==> src/fmfsc_pkg.sv <==
// Package: types, codes and the message length table for the feed framer.
`default_nettype none
package fmfsc_pkg;

	localparam int MAX_MESSAGE_BYTES = 40;
	localparam int LEN_W = 6;
	localparam int EVQ_DEPTH = 4;
	localparam int EVQ_AW = $clog2(EVQ_DEPTH);

	localparam logic [7:0] TYPE_S = 8'h53;
	localparam logic [7:0] TYPE_R = 8'h52;
	localparam logic [7:0] TYPE_A = 8'h41;
	localparam logic [7:0] TYPE_F = 8'h46;
	localparam logic [7:0] TYPE_E = 8'h45;
	localparam logic [7:0] TYPE_C = 8'h43;
	localparam logic [7:0] TYPE_X = 8'h58;
	localparam logic [7:0] TYPE_D = 8'h44;
	localparam logic [7:0] TYPE_U = 8'h55;

	localparam logic [2:0] VERDICT_IN_SEQ     = 3'd0;
	localparam logic [2:0] VERDICT_GAP        = 3'd1;
	localparam logic [2:0] VERDICT_DUPLICATE  = 3'd2;
	localparam logic [2:0] VERDICT_UNTRACKED  = 3'd3;
	localparam logic [2:0] VERDICT_UNKNOWN    = 3'd4;
	localparam logic [2:0] VERDICT_INCOMPLETE = 3'd5;

	localparam logic [1:0] EV_DONE    = 2'd0;
	localparam logic [1:0] EV_UNKNOWN = 2'd1;
	localparam logic [1:0] EV_SHORT   = 2'd2;

	typedef struct packed {
		logic [7:0] data_byte;
		logic       packet_end;
	} in_item_t;

	typedef struct packed {
		logic [7:0]  message_type;
		logic [15:0] tracking_number;
		logic [2:0]  verdict;
		logic [16:0] expected_before;
	} out_item_t;

	typedef struct packed {
		logic [1:0]  kind;
		logic [7:0]  msg_type;
		logic [15:0] tracking;
	} event_t;

	function automatic logic [LEN_W-1:0] length_of(input logic [7:0] t);
		logic [LEN_W-1:0] n;
		unique case (t)
			TYPE_S: n = LEN_W'(12);
			TYPE_R: n = LEN_W'(39);
			TYPE_A: n = LEN_W'(36);
			TYPE_F: n = LEN_W'(40);
			TYPE_E: n = LEN_W'(31);
			TYPE_C: n = LEN_W'(36);
			TYPE_X: n = LEN_W'(23);
			TYPE_D: n = LEN_W'(19);
			TYPE_U: n = LEN_W'(35);
			default: n = '0;
		endcase
		if (n > LEN_W'(MAX_MESSAGE_BYTES))
			n = LEN_W'(MAX_MESSAGE_BYTES);
		return n;
	endfunction

endpackage
`default_nettype wire

==> src/fmfsc_front.sv <==
// Front end: frames packet bytes into messages and raises one event per message.
`default_nettype none
module fmfsc_front (
	input  wire logic                clk,
	input  wire logic                arst_n,
	input  wire logic                accept,
	input  wire fmfsc_pkg::in_item_t item,
	output logic                     ev_push,
	output fmfsc_pkg::event_t        ev
);
	import fmfsc_pkg::*;

	logic [LEN_W-1:0] pos_q;
	logic             discard_q;
	logic [7:0]       type_q;
	logic [LEN_W-1:0] len_q;
	logic [15:0]      trk_q;

	logic [LEN_W-1:0] tbl_len;
	logic [LEN_W-1:0] len_eff;
	logic [7:0]       type_nx;
	logic [15:0]      trk_nx;
	logic [LEN_W:0]   pos_inc;
	logic             is_first;

	assign is_first = (pos_q == '0);
	assign tbl_len  = length_of(item.data_byte);
	assign len_eff  = is_first ? tbl_len : len_q;
	assign type_nx  = is_first ? item.data_byte : type_q;
	assign pos_inc  = {1'b0, pos_q} + (LEN_W+1)'(1);

	always_comb begin
		trk_nx = trk_q;
		if (is_first)
			trk_nx = '0;
		else if (pos_q == LEN_W'(3))
			trk_nx = {item.data_byte, trk_q[7:0]};
		else if (pos_q == LEN_W'(4))
			trk_nx = {trk_q[15:8], item.data_byte};
	end

	always_comb begin
		ev_push     = 1'b0;
		ev.kind     = EV_DONE;
		ev.msg_type = type_nx;
		ev.tracking = trk_nx;
		if (accept && !discard_q) begin
			priority if (is_first && tbl_len == '0) begin
				ev_push     = 1'b1;
				ev.kind     = EV_UNKNOWN;
				ev.tracking = '0;
			end else if (pos_inc >= {1'b0, len_eff}) begin
				ev_push = 1'b1;
			end else if (item.packet_end) begin
				ev_push = 1'b1;
				ev.kind = EV_SHORT;
			end else begin
				ev_push = 1'b0;
			end
		end
	end

	always_ff @(posedge clk or negedge arst_n) begin
		if (!arst_n) begin
			pos_q     <= '0;
			discard_q <= 1'b0;
		end else if (accept) begin
			priority if (discard_q) begin
				if (item.packet_end) begin
					discard_q <= 1'b0;
					pos_q     <= '0;
				end
			end else if (is_first && tbl_len == '0) begin
				discard_q <= !item.packet_end;
			end else if (pos_inc >= {1'b0, len_eff} || item.packet_end) begin
				pos_q <= '0;
			end else begin
				pos_q <= pos_inc[LEN_W-1:0];
			end
		end
	end

	always_ff @(posedge clk) begin
		if (accept && !discard_q) begin
			type_q <= type_nx;
			trk_q  <= trk_nx;
			if (is_first)
				len_q <= tbl_len;
		end
	end

endmodule
`default_nettype wire

==> src/fmfsc_evq.sv <==
// Event queue: short queue between the framing front end and the sequence judge.
`default_nettype none
module fmfsc_evq (
	input  wire logic              clk,
	input  wire logic              arst_n,
	input  wire logic              push,
	input  wire fmfsc_pkg::event_t din,
	output logic                   full,
	input  wire logic              pop,
	output fmfsc_pkg::event_t      dout,
	output logic                   valid
);
	import fmfsc_pkg::*;

	event_t            mem_q [EVQ_DEPTH];
	logic [EVQ_AW-1:0] wr_q;
	logic [EVQ_AW-1:0] rd_q;
	logic [EVQ_AW:0]   cnt_q;
	logic              do_push;
	logic              do_pop;

	assign full    = (cnt_q == (EVQ_AW+1)'(EVQ_DEPTH));
	assign valid   = (cnt_q != '0);
	assign dout    = mem_q[rd_q];
	assign do_push = push && !full;
	assign do_pop  = pop && valid;

	always_ff @(posedge clk or negedge arst_n) begin
		if (!arst_n) begin
			wr_q  <= '0;
			rd_q  <= '0;
			cnt_q <= '0;
		end else begin
			if (do_push)
				wr_q <= wr_q + EVQ_AW'(1);
			if (do_pop)
				rd_q <= rd_q + EVQ_AW'(1);
			unique case ({do_push, do_pop})
				2'b10:   cnt_q <= cnt_q + (EVQ_AW+1)'(1);
				2'b01:   cnt_q <= cnt_q - (EVQ_AW+1)'(1);
				default: cnt_q <= cnt_q;
			endcase
		end
	end

	always_ff @(posedge clk) begin
		if (do_push)
			mem_q[wr_q] <= din;
	end

endmodule
`default_nettype wire

==> src/fmfsc_back.sv <==
// Back end: judges tracking numbers against the expected number and holds the result.
`default_nettype none
module fmfsc_back (
	input  wire logic              clk,
	input  wire logic              arst_n,
	input  wire fmfsc_pkg::event_t ev,
	input  wire logic              ev_valid,
	output logic                   ev_pop,
	output fmfsc_pkg::out_item_t   result,
	output logic                   empty,
	input  wire logic              pop
);
	import fmfsc_pkg::*;

	logic [16:0] exp_q;
	logic        out_valid_q;
	out_item_t   out_q;
	logic [2:0]  verdict;
	logic [16:0] exp_nx;
	logic [16:0] trk_ext;

	assign trk_ext = {1'b0, ev.tracking};
	assign ev_pop  = ev_valid && (!out_valid_q || pop);
	assign empty   = !out_valid_q;
	assign result  = out_q;

	always_comb begin
		exp_nx  = exp_q;
		verdict = VERDICT_IN_SEQ;
		unique case (ev.kind)
			EV_UNKNOWN: verdict = VERDICT_UNKNOWN;
			EV_SHORT:   verdict = VERDICT_INCOMPLETE;
			EV_DONE: begin
				priority if (ev.tracking == '0) begin
					verdict = VERDICT_UNTRACKED;
				end else if (trk_ext < exp_q) begin
					verdict = VERDICT_DUPLICATE;
				end else if (trk_ext > exp_q) begin
					verdict = VERDICT_GAP;
					exp_nx  = trk_ext + 17'd1;
				end else begin
					verdict = VERDICT_IN_SEQ;
					exp_nx  = exp_q + 17'd1;
				end
			end
			default: verdict = VERDICT_IN_SEQ;
		endcase
	end

	always_ff @(posedge clk or negedge arst_n) begin
		if (!arst_n) begin
			exp_q       <= 17'd1;
			out_valid_q <= 1'b0;
		end else begin
			if (ev_pop) begin
				exp_q       <= exp_nx;
				out_valid_q <= 1'b1;
			end else if (pop) begin
				out_valid_q <= 1'b0;
			end
		end
	end

	always_ff @(posedge clk) begin
		if (ev_pop) begin
			out_q.message_type    <= ev.msg_type;
			out_q.tracking_number <= ev.tracking;
			out_q.verdict         <= verdict;
			out_q.expected_before <= exp_q;
		end
	end

endmodule
`default_nettype wire

==> src/feed_message_framer_sequence_check.sv <==
// Top level of the feed message framer and sequence checker.
// Takes one packet byte per cycle (push/full) and frames it into fixed-length
// messages by type byte; each completed message, unknown type or packet cut
// short yields one result (empty/pop) carrying the type, the big-endian
// tracking number from bytes 3-4, a verdict and the expected number before the
// judgement. Sustained rate is one byte per cycle while results are popped:
// framing is done in the front end as each byte is taken, results are judged
// one per cycle in the back end while its output register is free or popped,
// and a four-entry event queue plus the output register hold up to five
// results waiting to be popped; once the queue fills, full stops input. A
// result goes through the event queue, then the output register. After an
// unknown type the rest of the packet is dropped without results.
`default_nettype none
module feed_message_framer_sequence_check (
	input  wire logic                clk,
	input  wire logic                arst_n,
	input  wire logic                push,
	input  wire fmfsc_pkg::in_item_t item,
	output logic                     full,
	input  wire logic                pop,
	output fmfsc_pkg::out_item_t     result,
	output logic                     empty
);
	import fmfsc_pkg::*;

	logic   accept;
	logic   ev_push;
	event_t ev_in;
	event_t ev_out;
	logic   ev_valid;
	logic   ev_pop;

	assign accept = push && !full;

	fmfsc_front u_front (
		.clk     (clk),
		.arst_n  (arst_n),
		.accept  (accept),
		.item    (item),
		.ev_push (ev_push),
		.ev      (ev_in)
	);

	fmfsc_evq u_evq (
		.clk    (clk),
		.arst_n (arst_n),
		.push   (ev_push),
		.din    (ev_in),
		.full   (full),
		.pop    (ev_pop),
		.dout   (ev_out),
		.valid  (ev_valid)
	);

	fmfsc_back u_back (
		.clk      (clk),
		.arst_n   (arst_n),
		.ev       (ev_out),
		.ev_valid (ev_valid),
		.ev_pop   (ev_pop),
		.result   (result),
		.empty    (empty),
		.pop      (pop)
	);

endmodule
`default_nettype wire

==> config.mk <==
export PLATFORM = sky130hd
export DESIGN_NAME = feed_message_framer_sequence_check
export DESIGN_NICKNAME = d
export VERILOG_FILES = /design/src/fmfsc_pkg.sv /design/src/fmfsc_front.sv /design/src/fmfsc_evq.sv /design/src/fmfsc_back.sv /design/src/feed_message_framer_sequence_check.sv
export SDC_FILE = /design/constraint.sdc
export NUM_CORES = 1
export LEC_CHECK = 0
export BUFFER_PORTS_ARGS = -buffer_cell sky130_fd_sc_hd__buf_2
export CORE_MARGIN = 4
export CORE_UTILIZATION = 50
export CTS_BUF_LIST = sky130_fd_sc_hd__clkbuf_2
export DETAILED_ROUTE_END_ITERATION = 12
export GPL_TIMING_DRIVEN = 0
export HOLD_SLACK_MARGIN = 0.08
export PLACE_DENSITY = 0.78
export SLEW_MARGIN = 25
export SYNTH_ARGS = -nofsm -noshare
export SYNTH_HDL_FRONTEND = slang
export SYNTH_SLANG_ARGS = --single-unit
export TNS_END_PERCENT = 5
==> constraint.sdc <==
create_clock -name clk -period 4.6 [get_ports clk]
set_clock_uncertainty 0.2 [all_clocks]
set_input_delay 0.92 -clock clk [delete_from_list [all_inputs] [get_ports clk]]
set_output_delay 0.92 -clock clk [all_outputs]
set_load 0.01 [all_outputs]
==> Implementation_results.wiki <==
{| class="wikitable"
! Metric !! Value
|-
| Result of the run || complete, no violations
|-
| Area enclosed by the die boundary || roughly 0.021 mm2
|-
| Most frequent cells in the layout || sky130_fd_sc_hd__edfxtp_1 (178), sky130_fd_sc_hd__clkbuf_2 (76), sky130_fd_sc_hd__nand2_1 (74), sky130_fd_sc_hd__buf_2 (60), sky130_fd_sc_hd__nor2_1 (41)
|-
| GRT Util Overall || 18.3%
|-
| Peak fanout along the critical path || 10
|-
| Standard cell area after detailed placement || roughly 0.010 mm2
|-
| Hold WS || around 0.26 ns
|-
| Clock buffers created by TritonCTS || 51
|-
| Tightest Pin Transition || between 0.8 and 0.9 ns
|-
| Post-synth ARST share || 15.2%
|-
| Number of hold-slack violations in the final timing report || 0
|-
| WP data arrival || ~5 ns
|-
| Worst voltage drop across the vdd grid || ~0.31 mV
|-
| Tmin final || approximately 4.4 ns
|-
| Routability Congestion || between 0.8 and 0.9
|-
| I/O pin total || slightly below 60
|-
| RSZ-0062 raised after global routing || yes
|-
| Detailed-route DRC error count || 0
|-
| Yosys Warn Count || 0
|-
| Cell variety after synth || 66
|-
| Commonest non-fill, non-tap cell in the layout || sky130_fd_sc_hd__edfxtp_1
|-
| Synthesized instance count || roughly 700
|-
| Placeable core region || between 0.015 and 0.02 mm2
|-
| Wire length of the first global-routing pass || around 31000 um
|-
| Leading area contributor after synthesis || sky130_fd_sc_hd__edfxtp_1
|-
| First-pass DRT Iterations || 5
|-
| Hold WC Path Type || reg -> reg
|-
| Antenna violations before repair || 1
|-
| Wire length after detailed routing || slightly below 20000 um
|-
| Synthesis-to-finish area growth || 15.8%
|-
| Mean instance size in the synthesized netlist || 13.9 um2
|-
| # nets final || 868
|-
| Post-detailed-route count of antenna-violating nets || 0
|-
| Crit-path cells || nor3_2 -> nand2_2 -> nor2_2 -> clkbuf_4 -> nand3_1 -> nand2_1 -> ha_1 -> nand2b_1 -> a21o_1 -> a21o_1 -> a211oi_2 -> nor2_1 -> o41a_1 -> inv_2 -> ha_1 -> inv_1 -> fa_1 -> xor2_1 -> nor2_1 -> xor2_1
|-
| Pin count of the biggest net entering global routing || 33
|-
| Final count of negative-setup-slack endpoints || 0
|-
| Data required, critical path || 5.11 ns
|-
| Hold path depth || 0
|-
| Average wire per standard cell || ~17 um
|-
| Dominant delay contributor by cell family on the critical path || simple AND/OR/NAND/NOR gates
|-
| HPWL after detailed placement || 13000 um
|-
| Post-synthesis register bit count || 210
|-
| Number of sinks handled by clock tree synthesis || between 200 and 250
|-
| Via count of the first global-routing pass || between 6000 and 7000
|-
| P per Cell Area || about 670 mW/mm2
|-
| Max-Cap Viols || 0
|-
| TritonCTS clock tree || done
|-
| Number of placed instances with taps included || ~1000
|-
| Fraction of the yosys area taken by sequential cells || about 64%
|-
| Static leakage || around 4.4 nW
|-
| Dominant cells by area after synthesis || sky130_fd_sc_hd__edfxtp_1 (56%), sky130_fd_sc_hd__dfrtp_1 (8.1%), sky130_fd_sc_hd__mux4_2 (6.1%), sky130_fd_sc_hd__ha_1 (4.2%), sky130_fd_sc_hd__nand2_1 (3.0%)
|-
| H-tree depth || 2
|-
| Buf/Inv on CP || 3
|-
| Die extent in y || approximately 150 um
|-
| Count of flip-flops with a built-in enable after synthesis || between 150 and 200
|-
| Max Clock Freq || between 0.2 and 0.25 GHz
|-
| Number of buffers on the longest clock path || 3
|-
| Yosys top cell area share || a little under three fifths
|-
| Finished Cell Area || 0.0111 mm2
|-
| Setup TNS after final layout || 0 ns
|-
| Ys flop type || sky130_fd_sc_hd__edfxtp_1
|-
| Grt total ovfl || 0
|-
| Die outline width || 146 um
|-
| Kind of end point of the critical path || flip-flop
|-
| Element type at the critical path start || flip-flop
|-
| Fraction of the core area covered by cells at the end of the flow || around 59%
|-
| Number of cell instances on the worst register-to-register path || 20
|-
| Slowest cell on crit path || sky130_fd_sc_hd__dfrtp_1
|-
| Net Count, Synth || roughly 730
|-
| Final Max Slew Viols || 0
|-
| Share of the cycle needed by the critical path after routing || between 90% and 100%
|-
| CTS root buf || sky130_fd_sc_hd__clkbuf_2
|-
| Initial Util || between 50% and 60%
|-
| Relative slew margins || between 40 and 50%
|-
| Proportion of layout cells with a drive suffix above 1 || 27.9%
|-
| CP max stage delay || 0.45 ns
|-
| Cell row count || 50
|-
| Clock Pin Slew Worst Setup and Hold Paths || 0.11 ns
|-
| Number of standard cells in the layout, taps in and fillers out || about 1100
|-
| Total stage count of the critical path || 20
|-
| Number of DRC violations after detailed-routing iteration 0 || 388
|-
| Category of the most critical setup path || reg -> reg
|-
| Average via count per standard cell || around 5.5
|-
| Post-synth design cell area || about 0.0096 mm2
|-
| Worst skew pair latency || roughly 0.81 ns
|-
| Port Buffers || 57
|-
| Total number of vias || around 6000
|}
kinds of logic (layout without fill, tap and decap cells):
logic type / after synthesis / in the layout / share of synthesized area [%]
flops: 210 / 210 / 64.2
simple gates: 207 / 207 / 10.5
compound gates: 101 / 101 / 7.20
buf+inv: 65 / 242 / 2.97
mux: 51 / 51 / 8.77
fa+ha+maj: 33 / 33 / 4.39
xor+xnor: 21 / 21 / 1.92
other cells: 0 / 2 / 0
power breakdown:
part           internal (mW)  switching, mW  total, mW
Clock                  0.557          0.723       1.28
Sequential              2.75          0.206       2.95
Combinational           1.32           1.82       3.14
Total                   4.63           2.75       7.37
final timing paths:
path                            slack [ns]                to             start
worst max-delay path                  0.20    u_evq.cnt_q[2]  u_front.pos_q[3]
worst min-delay path                  0.26  u_back.result[9]   u_back.exp_q[9]
worst max register to register        0.20    u_evq.cnt_q[2]  u_front.pos_q[3]
worst min register to register        0.26  u_back.result[9]   u_back.exp_q[9]
max in group asynchronous             3.09     u_evq.rd_q[0]            arst_n
min in group asynchronous             0.56    u_evq.cnt_q[1]            arst_n
through the flow:
stage | setup WS, ns | power [mW]
finish | 0.201 | 7.37
global route | -0.0414 | 7.90
CTS | 0.00109 | 7.21
detailed placement | -0.994 | 5.79
global placement | -1.10 | 5.65
floorplan | 0.0125 | 4.93
repair_timing:
item                       4_1_cts  5_1_grt
cloned                           0        0
hold buffers                     3        0
setup endpoints to repair       61        7
hold endpoints to repair        33        0
pin swaps                        5        6
setup buffers                    6       13
resized for setup               16       18
cell usage after synthesis, types with 8 or more instances:
cell type,count
sky130_fd_sc_hd__edfxtp_1,178
sky130_fd_sc_hd__nand2_1,76
sky130_fd_sc_hd__nor2_1,45
sky130_fd_sc_hd__inv_1,38
sky130_fd_sc_hd__ha_1,32
sky130_fd_sc_hd__dfrtp_1,31
sky130_fd_sc_hd__o21ai_0,27
sky130_fd_sc_hd__mux4_2,26
sky130_fd_sc_hd__mux2i_1,22
sky130_fd_sc_hd__a21oi_1,18
sky130_fd_sc_hd__nand3_1,18
sky130_fd_sc_hd__nand2b_1,11
sky130_fd_sc_hd__nor3_1,11
sky130_fd_sc_hd__xnor2_1,11
sky130_fd_sc_hd__clkbuf_1,10
sky130_fd_sc_hd__xor2_1,10
sky130_fd_sc_hd__nand4_1,8
layer usage:
layer	vias up	part of all wire, %	global-route usage (%)
li1	2882	-	-
met1	2913	41	23.7
met2	204	50	30.5
met3	35	6.1	3.85
met4	0	2.1	7.29
met5	-	0	0
final cells by class:
cell class	instances	area, um2
fillers	1454	7680
flip-flops and latches	210	6150
multi-input cells	413	3280
repair buffers	82	541
clock buffers	76	380
well taps	234	293
inverters	41	154
plain buffers	23	153
clock inverters	20	133
diodes	2	5.00
state kept, by name, indices dropped and copies added, names as in the netlist:
name / flops
u_evq.mem_q: 104
u_back.out_valid_q: 1
u_front.len_q: 6
u_back.result: 44
u_back.exp_q: 17
u_front.discard_q: 1
u_front.type_q: 8
u_front.trk_q: 16
u_evq.wr_q: 2
u_evq.cnt_q: 3
u_evq.rd_q: 2
u_front.pos_q: 6
(Power assumes the default switching activity.)
